### src/hw/rtl/sm3_pkg.sv
// Shared types, constants and round functions for the SM3 hash engine.
`timescale 1ns / 1ps
`default_nettype none
package sm3_pkg;

   typedef struct packed {
      logic [7:0] data_byte;
      logic       byte_valid;
      logic       last;
   } sm3_req_type;

   typedef struct packed {
      logic [31:0] digest_word;
      logic [2:0]  word_index;
      logic        last_word;
   } sm3_rsp_type;

   localparam logic [31:0] TJ_LOW  = 32'h79CC4519;
   localparam logic [31:0] TJ_HIGH = 32'h7A879D8A;
   localparam logic [7:0]  PAD_BYTE = 8'h80;

   localparam logic [255:0] SM3_IV = {
      32'h7380166F, 32'h4914B2B9, 32'h172442D7, 32'hDA8A0600,
      32'hA96F30BC, 32'h163138AA, 32'hE38DEE4D, 32'hB0FB0E4E};

   // Rotate left by a value known only at run time.
   function automatic logic [31:0] rol(input logic [31:0] x, input logic [4:0] n);
      logic [63:0] dbl;
      dbl = {x, x} << n;
      return dbl[63:32];
   endfunction

   function automatic logic [31:0] perm0(input logic [31:0] x);
      return x ^ {x[22:0], x[31:23]} ^ {x[14:0], x[31:15]};
   endfunction

   function automatic logic [31:0] perm1(input logic [31:0] x);
      return x ^ {x[16:0], x[31:17]} ^ {x[8:0], x[31:9]};
   endfunction

   // Control handed from the front end to the compression core.
   typedef struct packed {
      logic start;
      logic busy;
   } sm3_core_ctl_type;

endpackage
`default_nettype wire

### src/hw/rtl/sm3_hash_engine.sv
// Top level of the SM3 hash engine: byte packing, padding and digest output.
// Usage:
// The req_ channel carries one word per handshake: an optional message
// byte (byte_valid) and a last marker. Bytes pack big-endian into 64-byte
// blocks. A byte that does not fill a block is taken without a stall. The
// sixty-fourth byte starts a compression (a load, 64 rounds in the shared
// round unit, then a fold into the chaining value), during which
// req_stall is high. A last marker pads the message and runs one or two
// more compressions, then the eight digest words leave on the rsp_ channel,
// word_index 0 first, last_word set on the eighth. A rsp_stall holds the
// current word in the output register; no new item is taken until all
// eight words have gone. After the digest the chaining value returns to the
// initial value and the byte count to zero.
// Reset is synchronous and active high; it restores the initial value, clears
// the byte count and empties the output register. The block buffer is not
// cleared, since padding writes every position not filled by the message.
`timescale 1ns / 1ps
`default_nettype none
module sm3_hash_engine
   import sm3_pkg::*;
(
   input  wire logic        clock,
   input  wire logic        reset,
   input  wire logic        req_valid,
   output logic             req_stall,
   input  wire sm3_req_type req_data,
   output logic             rsp_valid,
   input  wire logic        rsp_stall,
   output sm3_rsp_type      rsp_data
);

   typedef enum logic [5:0] {
      ST_IDLE  = 6'b000001,
      ST_COMP  = 6'b000010,
      ST_PAD   = 6'b000100,
      ST_PAD2  = 6'b001000,
      ST_FINAL = 6'b010000,
      ST_OUT   = 6'b100000
   } state_type;

   state_type state_ff, state_in;
   logic [31:0] buf_ff [16];
   logic [31:0] buf_in [16];
   logic [60:0] count_ff, count_in;
   logic [255:0] cv_ff, cv_in;
   logic pend_last_ff, pend_last_in;
   logic [2:0] widx_ff, widx_in;
   logic rsp_valid_ff, rsp_valid_in;
   logic started_ff, started_in;
   sm3_core_ctl_type ctl;
   logic core_busy;
   logic [511:0] blk;
   logic [255:0] cv_new;
   logic accept, fire;
   logic [5:0] pos;
   logic [4:0] lane;
   logic [63:0] bits;

   sm3_round u_round (
      .clock(clock), .reset(reset), .ctl(ctl), .block_in(blk),
      .cv_in(cv_ff), .busy(core_busy), .cv_out(cv_new));

   // The buffer holds the block as sixteen big-endian words.
   always_comb begin
      for (int i = 0; i < 16; i++) blk[511 - 32 * i -: 32] = buf_ff[i];
   end

   assign accept = req_valid && !req_stall;
   assign req_stall = (state_ff != ST_IDLE);
   assign fire = rsp_valid_ff && !rsp_stall;
   assign pos = count_ff[5:0];
   assign lane = {~pos[1:0], 3'b000};
   assign bits = {count_ff, 3'b000};

   // Main sequencer: fill, pad, compress and stream out the digest.
   always_comb begin
      state_in = state_ff;
      buf_in = buf_ff;
      count_in = count_ff;
      cv_in = cv_ff;
      pend_last_in = pend_last_ff;
      widx_in = widx_ff;
      rsp_valid_in = rsp_valid_ff;
      started_in = 1'b0;
      ctl.start = 1'b0;
      ctl.busy = core_busy;
      unique case (state_ff)
         ST_IDLE: begin
            if (accept) begin
               pend_last_in = req_data.last;
               if (req_data.byte_valid) begin
                  buf_in[pos[5:2]][lane +: 8] = req_data.data_byte;
                  count_in = count_ff + 61'd1;
                  if (pos == 6'd63) begin
                     started_in = 1'b1;
                     state_in = ST_COMP;
                  end else if (req_data.last) begin
                     state_in = ST_PAD;
                  end
               end else if (req_data.last) begin
                  state_in = ST_PAD;
               end
            end
         end
         ST_COMP: begin
            ctl.start = started_ff;
            if (!started_ff && !core_busy) begin
               cv_in = cv_new;
               state_in = pend_last_ff ? ST_PAD : ST_IDLE;
            end
         end
         ST_PAD: begin
            buf_in[pos[5:2]][lane +: 8] = PAD_BYTE;
            for (int w = 0; w < 16; w++)
               for (int b = 0; b < 4; b++)
                  if (4 * w + b > pos) buf_in[w][31 - 8 * b -: 8] = 8'h00;
            if (pos > 6'd55) begin
               started_in = 1'b1;
               state_in = ST_PAD2;
            end else begin
               buf_in[14] = bits[63:32];
               buf_in[15] = bits[31:0];
               started_in = 1'b1;
               state_in = ST_FINAL;
            end
         end
         ST_PAD2: begin
            ctl.start = started_ff;
            if (!started_ff && !core_busy) begin
               cv_in = cv_new;
               for (int k = 0; k < 14; k++) buf_in[k] = 32'h0;
               buf_in[14] = bits[63:32];
               buf_in[15] = bits[31:0];
               started_in = 1'b1;
               state_in = ST_FINAL;
            end
         end
         ST_FINAL: begin
            ctl.start = started_ff;
            if (!started_ff && !core_busy) begin
               cv_in = cv_new;
               widx_in = 3'd0;
               rsp_valid_in = 1'b1;
               state_in = ST_OUT;
            end
         end
         ST_OUT: begin
            if (fire) begin
               if (widx_ff == 3'd7) begin
                  rsp_valid_in = 1'b0;
                  cv_in = SM3_IV;
                  count_in = '0;
                  state_in = ST_IDLE;
               end else begin
                  widx_in = widx_ff + 3'd1;
               end
            end
         end
         default: state_in = ST_IDLE;
      endcase
   end

   always_ff @(posedge clock) begin
      buf_ff <= buf_in;
      widx_ff <= widx_in;
      pend_last_ff <= pend_last_in;
      if (reset) begin
         state_ff <= ST_IDLE;
         count_ff <= '0;
         cv_ff <= SM3_IV;
         rsp_valid_ff <= 1'b0;
         started_ff <= 1'b0;
      end else begin
         state_ff <= state_in;
         count_ff <= count_in;
         cv_ff <= cv_in;
         rsp_valid_ff <= rsp_valid_in;
         started_ff <= started_in;
      end
   end

   assign rsp_valid = rsp_valid_ff;
   assign rsp_data.digest_word = cv_ff[255 - 32 * widx_ff -: 32];
   assign rsp_data.word_index = widx_ff;
   assign rsp_data.last_word = (widx_ff == 3'd7);

   // Results appear only in the output state.
   a_rsp_state: assert property (@(posedge clock) disable iff (reset)
      rsp_valid |-> state_ff == ST_OUT) else $error("rsp outside output");
   // No input is taken while the round unit works.
   a_busy_stall: assert property (@(posedge clock) disable iff (reset)
      core_busy |-> req_stall) else $error("accept while busy");
   // The digest closes with the byte count cleared.
   a_count_clr: assert property (@(posedge clock) disable iff (reset)
      fire && widx_ff == 3'd7 |=> count_ff == '0) else $error("count kept");

endmodule
`default_nettype wire

### src/hw/rtl/sm3_round.sv
// SM3 compression core: one round per cycle over a rolling schedule window.
`timescale 1ns / 1ps
`default_nettype none
module sm3_round
   import sm3_pkg::*;
(
   input  wire logic             clock,
   input  wire logic             reset,
   input  wire sm3_core_ctl_type ctl,
   input  wire logic [511:0]     block_in,
   input  wire logic [255:0]     cv_in,
   output logic                  busy,
   output logic [255:0]          cv_out
);

   logic [31:0] w_ff [16];
   logic [31:0] w_in [16];
   logic [31:0] v_ff [8];
   logic [31:0] v_in [8];
   logic [255:0] cv_ff, cv_in_n;
   logic [5:0] j_ff, j_in;
   logic run_ff, run_in;
   logic [31:0] a12, ss1, ss2, tt1, tt2, tj, t, wnew, wj, wj4, ff, gg;

   // One round of expansion and compression from the window head.
   always_comb begin
      tj   = (j_ff < 6'd16) ? TJ_LOW : TJ_HIGH;
      t    = w_ff[0] ^ w_ff[7] ^ {w_ff[13][16:0], w_ff[13][31:17]};
      wnew = perm1(t) ^ {w_ff[3][24:0], w_ff[3][31:25]} ^ w_ff[10];
      wj   = w_ff[0];
      wj4  = w_ff[4];
      a12  = {v_ff[0][19:0], v_ff[0][31:20]};
      ss1  = rol(a12 + v_ff[4] + rol(tj, j_ff[4:0]), 5'd7);
      ss2  = ss1 ^ a12;
      if (j_ff < 6'd16) begin
         ff = v_ff[0] ^ v_ff[1] ^ v_ff[2];
         gg = v_ff[4] ^ v_ff[5] ^ v_ff[6];
      end else begin
         ff = (v_ff[0] & v_ff[1]) | (v_ff[0] & v_ff[2]) | (v_ff[1] & v_ff[2]);
         gg = (v_ff[4] & v_ff[5]) | (~v_ff[4] & v_ff[6]);
      end
      tt1 = ff + v_ff[3] + ss2 + (wj ^ wj4);
      tt2 = gg + v_ff[7] + ss1 + wj;
   end

   // Sequencer: load the block and chaining value, then step 64 rounds.
   always_comb begin
      w_in = w_ff;
      v_in = v_ff;
      cv_in_n = cv_ff;
      j_in = j_ff;
      run_in = run_ff;
      if (ctl.start) begin
         for (int i = 0; i < 16; i++) w_in[i] = block_in[511 - 32 * i -: 32];
         for (int i = 0; i < 8; i++) v_in[i] = cv_in[255 - 32 * i -: 32];
         cv_in_n = cv_in;
         j_in = 6'd0;
         run_in = 1'b1;
      end else if (run_ff) begin
         for (int i = 0; i < 15; i++) w_in[i] = w_ff[i + 1];
         w_in[15] = wnew;
         v_in[0] = tt1;
         v_in[1] = v_ff[0];
         v_in[2] = {v_ff[1][22:0], v_ff[1][31:23]};
         v_in[3] = v_ff[2];
         v_in[4] = perm0(tt2);
         v_in[5] = v_ff[4];
         v_in[6] = {v_ff[5][12:0], v_ff[5][31:13]};
         v_in[7] = v_ff[6];
         j_in = j_ff + 6'd1;
         if (j_ff == 6'd63) run_in = 1'b0;
      end
   end

   always_ff @(posedge clock) begin
      w_ff <= w_in;
      v_ff <= v_in;
      cv_ff <= cv_in_n;
      j_ff <= j_in;
      if (reset) begin
         run_ff <= 1'b0;
      end else begin
         run_ff <= run_in;
      end
   end

   assign busy = run_ff;

   // Final feed-forward of the working variables.
   always_comb begin
      for (int i = 0; i < 8; i++)
         cv_out[255 - 32 * i -: 32] = cv_ff[255 - 32 * i -: 32] ^ v_ff[i];
   end

endmodule
`default_nettype wire
### config.mk
export PLATFORM = sky130hd
export DESIGN_NAME = sm3_hash_engine
export DESIGN_NICKNAME = d
export VERILOG_FILES = /design/src/hw/rtl/sm3_pkg.sv /design/src/hw/rtl/sm3_hash_engine.sv /design/src/hw/rtl/sm3_round.sv
export SDC_FILE = /design/constraint.sdc
export NUM_CORES = 2
export LEC_CHECK = 0
export ABC_AREA = 1
export BUFFER_PORTS_ARGS = -buffer_cell sky130_fd_sc_hd__buf_2
export CAP_MARGIN = 10
export CORE_ASPECT_RATIO = 2
export CORE_MARGIN = 2
export CORE_UTILIZATION = 30
export DETAILED_ROUTE_END_ITERATION = 12
export GPL_TIMING_DRIVEN = 1
export PLACE_DENSITY_LB_ADDON = 0.12
export SLEW_MARGIN = 40
export SYNTH_ARGS = -nofsm -noshare
export SYNTH_HDL_FRONTEND = slang
export SYNTH_SLANG_ARGS = --single-unit
### constraint.sdc
create_clock -name clock -period 21.4 [get_ports clock]
set_input_delay 2.14 -clock clock [delete_from_list [all_inputs] [get_ports clock]]
set_output_delay 2.14 -clock clock [all_outputs]
set_load 0.02 [all_outputs]
---- Word-level counts from Yosys, hierarchy flattened ----
Index checks and enable logic that the tools add are counted.
word-level totals
  register bits ........................... 1872
  input port bits ......................... 14
  output and inout bits ................... 38
  word-level logic and storage cells ...... 325
cells by class
  add/sub/neg operators ................... 13
  order comparisons ....................... 67
  equality and inequality tests ........... 19
  shift-type cells ........................ 5
  multiplexer cells ....................... 117
  bitwise operators ....................... 33
  reduce and logical (&&, ||, !) cells .... 21
operator list
  operator                                                                         count
  512-bit 2-to-1 mux                                                               5
  512-bit one-hot mux with 3 select lines                                          1
  256-bit 2-to-1 mux                                                               5
  512-bit bitwise mux                                                              2
  32-bit XOR                                                                       22
  256-bit one-hot mux with 2 select lines                                          1
  8-bit 2-to-1 mux                                                                 63
  287-bit by 33-bit variable part select with 32-bit output                        1
  32-bit adder                                                                     8
  61-bit 2-to-1 mux                                                                4
  6-bit greater-than comparator (first input constant)                             32
  32-bit bitwise AND                                                               5
  32-bit demux with 4-bit select                                                   1
  61-bit one-hot mux with 2 select lines                                           1
  5-bit by 6-bit greater-than comparator with 1-bit output (first input constant)  16
  32-bit 2-to-1 mux                                                                3
  32-bit OR                                                                        3
  64-bit 2-to-1 mux                                                                1
  64-bit by 5-bit left shift with 64-bit output                                    1
  61-bit by 1-bit adder with 61-bit output (second input constant)                 1
  6-bit 2-to-1 mux                                                                 9
  4-bit by 6-bit greater-than comparator with 1-bit output (first input constant)  8
  6-bit one-hot mux with 6 select lines                                            1
  32-bit inverter                                                                  1
  42 further kinds                                                                 80

---- Logic depth before layout (Yosys ltp) ----
  depth in word-level cells ............... 11
  gate-level depth with buffers ........... 48
  depth with buffers taken out ............ 46

---- Hierarchy ----
Synthesis repeated with hierarchy kept, for this count alone.
second synthesis, totals
  cell total of the unflattened synthesis .. 11449
  area, all modules ....................... 101606.2 um^2
modules (own cells, without submodules)
  module           times used  cells each  area an instance (um^2)
  sm3_round        1           6254        58991.6
  sm3_hash_engine  1           5195        42614.6

---- Worst setup path after synthesis ----
OpenSTA, ideal clock, no wires.
  path kind ............................... reg2reg
  start point ............................. register state_ff[0]
  end point ............................... register u_round.v_ff, in the netlist u_round.a12[0] (enable)
  setup time .............................. 0.822 ns
  data arrival time ....................... 10.629 ns
  data required time ...................... 20.578 ns
  setup slack ............................. 9.949 ns
  cell stages (with the launch flop) ...... 11
  path buffers ............................ 2
  period minus slack after synthesis ...... 11.451 ns
  path through ............................ dfxtp_1 -> nor2_4 -> nand2_1 -> nor3_4 -> nor2_1 -> inv_2 -> nand2_1 -> inv_1 -> buf_2 -> clkbuf_1 -> or2_2
on the way
  cells in the longest elaborated chain, start to end .. 4
RTL lines
  what                                                              RTL line                source
  from (decl)                                                       sm3_hash_engine.sv:41   state_type state_ff, state_in;
  from (signal assigned)                                            sm3_hash_engine.sv:174  state_ff <= state_in;
  6-bit by 5-bit == test with 1-bit output (tied with other cells)  sm3_hash_engine.sv:87   unique case (state_ff)
  3-bit OR reduction (no source line) (*)                           n/a
  1-bit 2-to-1 mux (*)                                              sm3_hash_engine.sv:87
  2-bit nonzero test (no source line) (*)                           n/a
  to (signal assigned)                                              sm3_round.sv:77         v_ff <= v_in;
  to (decl)                                                         sm3_round.sv:18         logic [31:0] v_ff [8];
Mark *: on every way between the ends. The rest lies on a longest branch, timed or not.
A chain may end at the register's enable or synchronous reset.

==> results.py <==
metrics = {
    "outcome": {
        "run_status": "complete, no violations",
    },
    "die": {
        "die_y_um": 813,
        "core_area_um2": 327000,
        "ioPinCount": 52,
        "die_w_um": 409,
        "die-area_um2": 333000,
        "rows": 297,
        "initial_core_util_pct": 30.1,
    },
    "clock_network": {
        "cts_max_level": 4,
        "postCtsSetupRepairBufs": 0,
        "cts_resized": 0,
        "clkSlewWorstSetupHoldPaths_ns": 0.07,
        "cts.sink_count": 1872,
        "holdBufCountCts": 0,
        "numCtsBuffers": 195,
        "cts_buffer_depth": 4,
        "cts-root-buf": "clkbuf_16",
        "clk_latency_ns": 0.91,
        "cts_tree": "yes",
    },
    "setup_path": {
        "startpoint_type": "flop",
        "reg2reg_from": "u_round.j_ff[4]$_SDFFE_PP0P_",
        "reg2reg_slack_ns": 11.08,
        "worst-setup-path-type": "flop to flop",
        "max_stage_delay_ns": 0.64,
        "worst_path_most_repeated_cell": "nand2_1",
        "rr_endpoint": "u_round.v_ff[102]$_DFFE_PP_",
        "reg2reg_depth": 37,
        "crit_path_end_kind": "flop",
        "slowest_stage": "o21ai_1",
        "path_max_fanout": 37,
        "arrival_ns": 10.93,
        "cp.required_ns": 22.02,
    },
    "final_layout": {
        "layout_common_cells": "nand2_1 (2446), edfxtp_1 (1540), o21ai_0 (1130), inv_1 (1057), nor2_1 (688)",
        "layout_commonest_cell": "nand2_1",
        "fillers": 33800,
        "seqCellArea_um2": 52900,
        "fin_cells": 15100,
        "fin_nets": 10900,
        "multi_input_area_um2": 40000,
        "drive_gt1_share_pct": 6.79,
        "area_delta_synth_final_pct": 12.6,
    },
    "timing": {
        "setup_viol": 0,
        "finalHoldViolCount": 0,
        "hold_ws_ns": 0.428,
        "rsz0062_at_grt": "no",
        "relSlewSlack_pct": 23.7,
        "worstMarginPinSlew_ns": 1.14,
        "fmax_ghz": 0.0969,
        "slew_violations": 0,
        "final.setup.tns_ns": 0,
        "timing.final.crit_share_pct": 48.2,
        "post-route-min-period_ns": 10.32,
        "fin_skew_ns": 0.0718,
    },
    "pwr": {
        "power.density_nw_per_um2": 81.2,
        "p_switching_uw": 2750,
        "pwr-share-clk_pct": 39.0,
        "p_int_uw": 6240,
        "vdd_drop_max_mv": 0.0681,
        "power_leakage_uw": 0.0415,
        "switching_share_pct": 30.5,
        "p_seq_share_pct": 44.2,
        "combPwrFrac_pct": 16.8,
    },
    "synth": {
        "netlist_area_um2": 98300,
        "synth_cell_types": 62,
        "ys_seq_area_share_pct": 53.8,
        "yosys_warnings": 0,
        "ys.flop_type": "edfxtp_1",
        "ys_async_sr_fraction_pct": 0,
        "synth_seq_cells": 1872,
        "syn-instance-count": 10600,
        "synth_edf_count": 1540,
        "synth_fp_nets": 11000,
        "syn_area_per_cell_um2": 9.23,
    },
    "detailed_routing": {
        "wl_met3_mm": 18.5,
        "wl_mm": 486,
        "wire_per_inst_um": 32.2,
        "drc_errors": 0,
        "via_per_inst": 5.12,
        "vias": 77300,
        "antenna_left": 0,
        "wl_met1_mm": 146,
        "dr.first_iter.drc_count": 6405,
        "top_layer": "met5",
        "firstDrtPassIters": 9,
        "wl_met2_mm": 255,
    },
    "hold_path": {
        "holdPathEnd": "u_round.cv_ff[91]$_DFFE_PP_",
        "min-delay-start": "cv_ff[91]$_SDFFE_PP0P_",
        "hp-class": "flop to flop",
        "hold_depth": 0,
    },
    "grt": {
        "grt_use_total_pct": 28.7,
        "grt_pass1_vias": 78400,
        "grt_first_pass_wirelength_mm": 656,
        "antenna_found_initial": 25,
        "overflow": 0,
        "grt_max_degree": 157,
    },
    "place": {
        "gp_congestion": 1.08,
        "dp.final_hpwl_mm": 371,
        "port_buffers": 51,
        "numPlacedInstances": 14700,
    },
    "run": {
        "max_cap_violations": 0,
    },
}
power groups by stage:
stage,clock (uW),sequential (uW),combinational [uW]
after CTS,3580,3980,1490
after floorplan,0,4050,811
after global placement,0,4060,1490
after detailed placement,0,4060,1490
after global routing,3680,3980,1600
final,3500,3980,1510
worst max-delay path, delay by kind of cell (launching register included):
| kind | cells | cell delay, ns |
|---|---|---|
| and+or+nand+nor | 16 | 3.12 |
| adders and majority gates | 6 | 2.50 |
| AOI/OAI and AO/OA | 6 | 2.36 |
| buffers and inverters | 7 | 1.33 |
| DFF | 1 | 0.31 |
| xor gates and xnor gates | 1 | 0.23 |
| muxes | 1 | 0.17 |
per-stage QoR:
stage / cell area (um^2) / util (%) / setup slack [ns] / total power, uW
2_1_floorplan: 98300 / - / 9.95 / 4860
3_3_place_gp: 103000 / 31.6 / 10.80 / 5550
4_1_cts: 110000 / 33.8 / 11.06 / 9050
6_report: 111000 / 33.9 / 11.08 / 8990
3_5_place_dp: 104000 / 31.9 / 11.11 / 5540
5_1_grt: 111000 / 33.9 / 10.69 / 9250
how the worst max path moves through the flow:
stage,from,endpoint,slack (ns)
after detailed placement,u_round.j_ff[4]$_SDFFE_PP0P_,u_round.a12[5]$_DFFE_PP_,11.11
after global routing,u_round.j_ff[4]$_SDFFE_PP0P_,u_round.a12[11]$_DFFE_PP_,10.69
after floorplan,state_ff[0]$_SDFFE_PP1P_,u_round.a12[0]$_DFFE_PP_,9.95
after CTS,u_round.j_ff[4]$_SDFFE_PP0P_,u_round.a12[11]$_DFFE_PP_,11.06
final,u_round.j_ff[4]$_SDFFE_PP0P_,u_round.v_ff[102]$_DFFE_PP_,11.08
after global placement,u_round.j_ff[4]$_SDFFE_PP0P_,u_round.v_ff[102]$_DFFE_PP_,10.80
per-layer routing:
layer  track usage, %  up-vias
met2             53.7     2337
met4             31.2        4
met3             3.76     1069
met1             24.9    38200
li1                 -    35700
met5                0        -
logic make-up after synthesis:
logic type / after synthesis / synth area share [%]
AOI/OAI and AO/OA: 2361 / 12.8
xor gates and xnor gates: 607 / 5.48
adders and majority gates: 294 / 5.18
buffers and inverters: 1614 / 6.45
DFF: 1872 / 53.8
muxes: 29 / 0.295
and+or+nand+nor: 3870 / 16.0
synthesized netlist by cell type, types with 20 or more instances:
| cell type | n | area, um^2 |
|---|---|---|
| nor2_1 | 697 | 2620 |
| nand3_1 | 508 | 2540 |
| xnor2_1 | 219 | 1920 |
| a31oi_1 | 39 | 244 |
| o21ai_1 | 195 | 976 |
| inv_1 | 1070 | 4020 |
| nand2_1 | 2453 | 9210 |
| dfxtp_1 | 332 | 6650 |
| clkbuf_1 | 321 | 1200 |
| nor3_1 | 63 | 315 |
| o221ai_1 | 43 | 377 |
| fa_1 | 188 | 3760 |
| o21ai_0 | 1145 | 5730 |
| o22ai_1 | 104 | 651 |
| ha_1 | 106 | 1330 |
| xor2_1 | 383 | 3350 |
| buf_2 | 138 | 691 |
| a21boi_0 | 20 | 150 |
| buf_4 | 22 | 165 |
| a21oi_1 | 690 | 3450 |
| buf_1 | 31 | 116 |
| mux2i_1 | 29 | 290 |
| edfxtp_1 | 1540 | 46200 |
| nand4_1 | 87 | 544 |
layout make-up:
class,count,share of cell area [%]
Multi-Input combinational cell,7161,36.1
Antenna cell,46,0.104
Inverter,1098,3.75
Sequential cell,1872,47.8
Tap cell,4335,4.90
Clock buffer,256,4.79
Timing Repair Buffer,227,1.81
Clock inverter,90,0.768
Note: power is estimated with default switching activity, not from simulation.
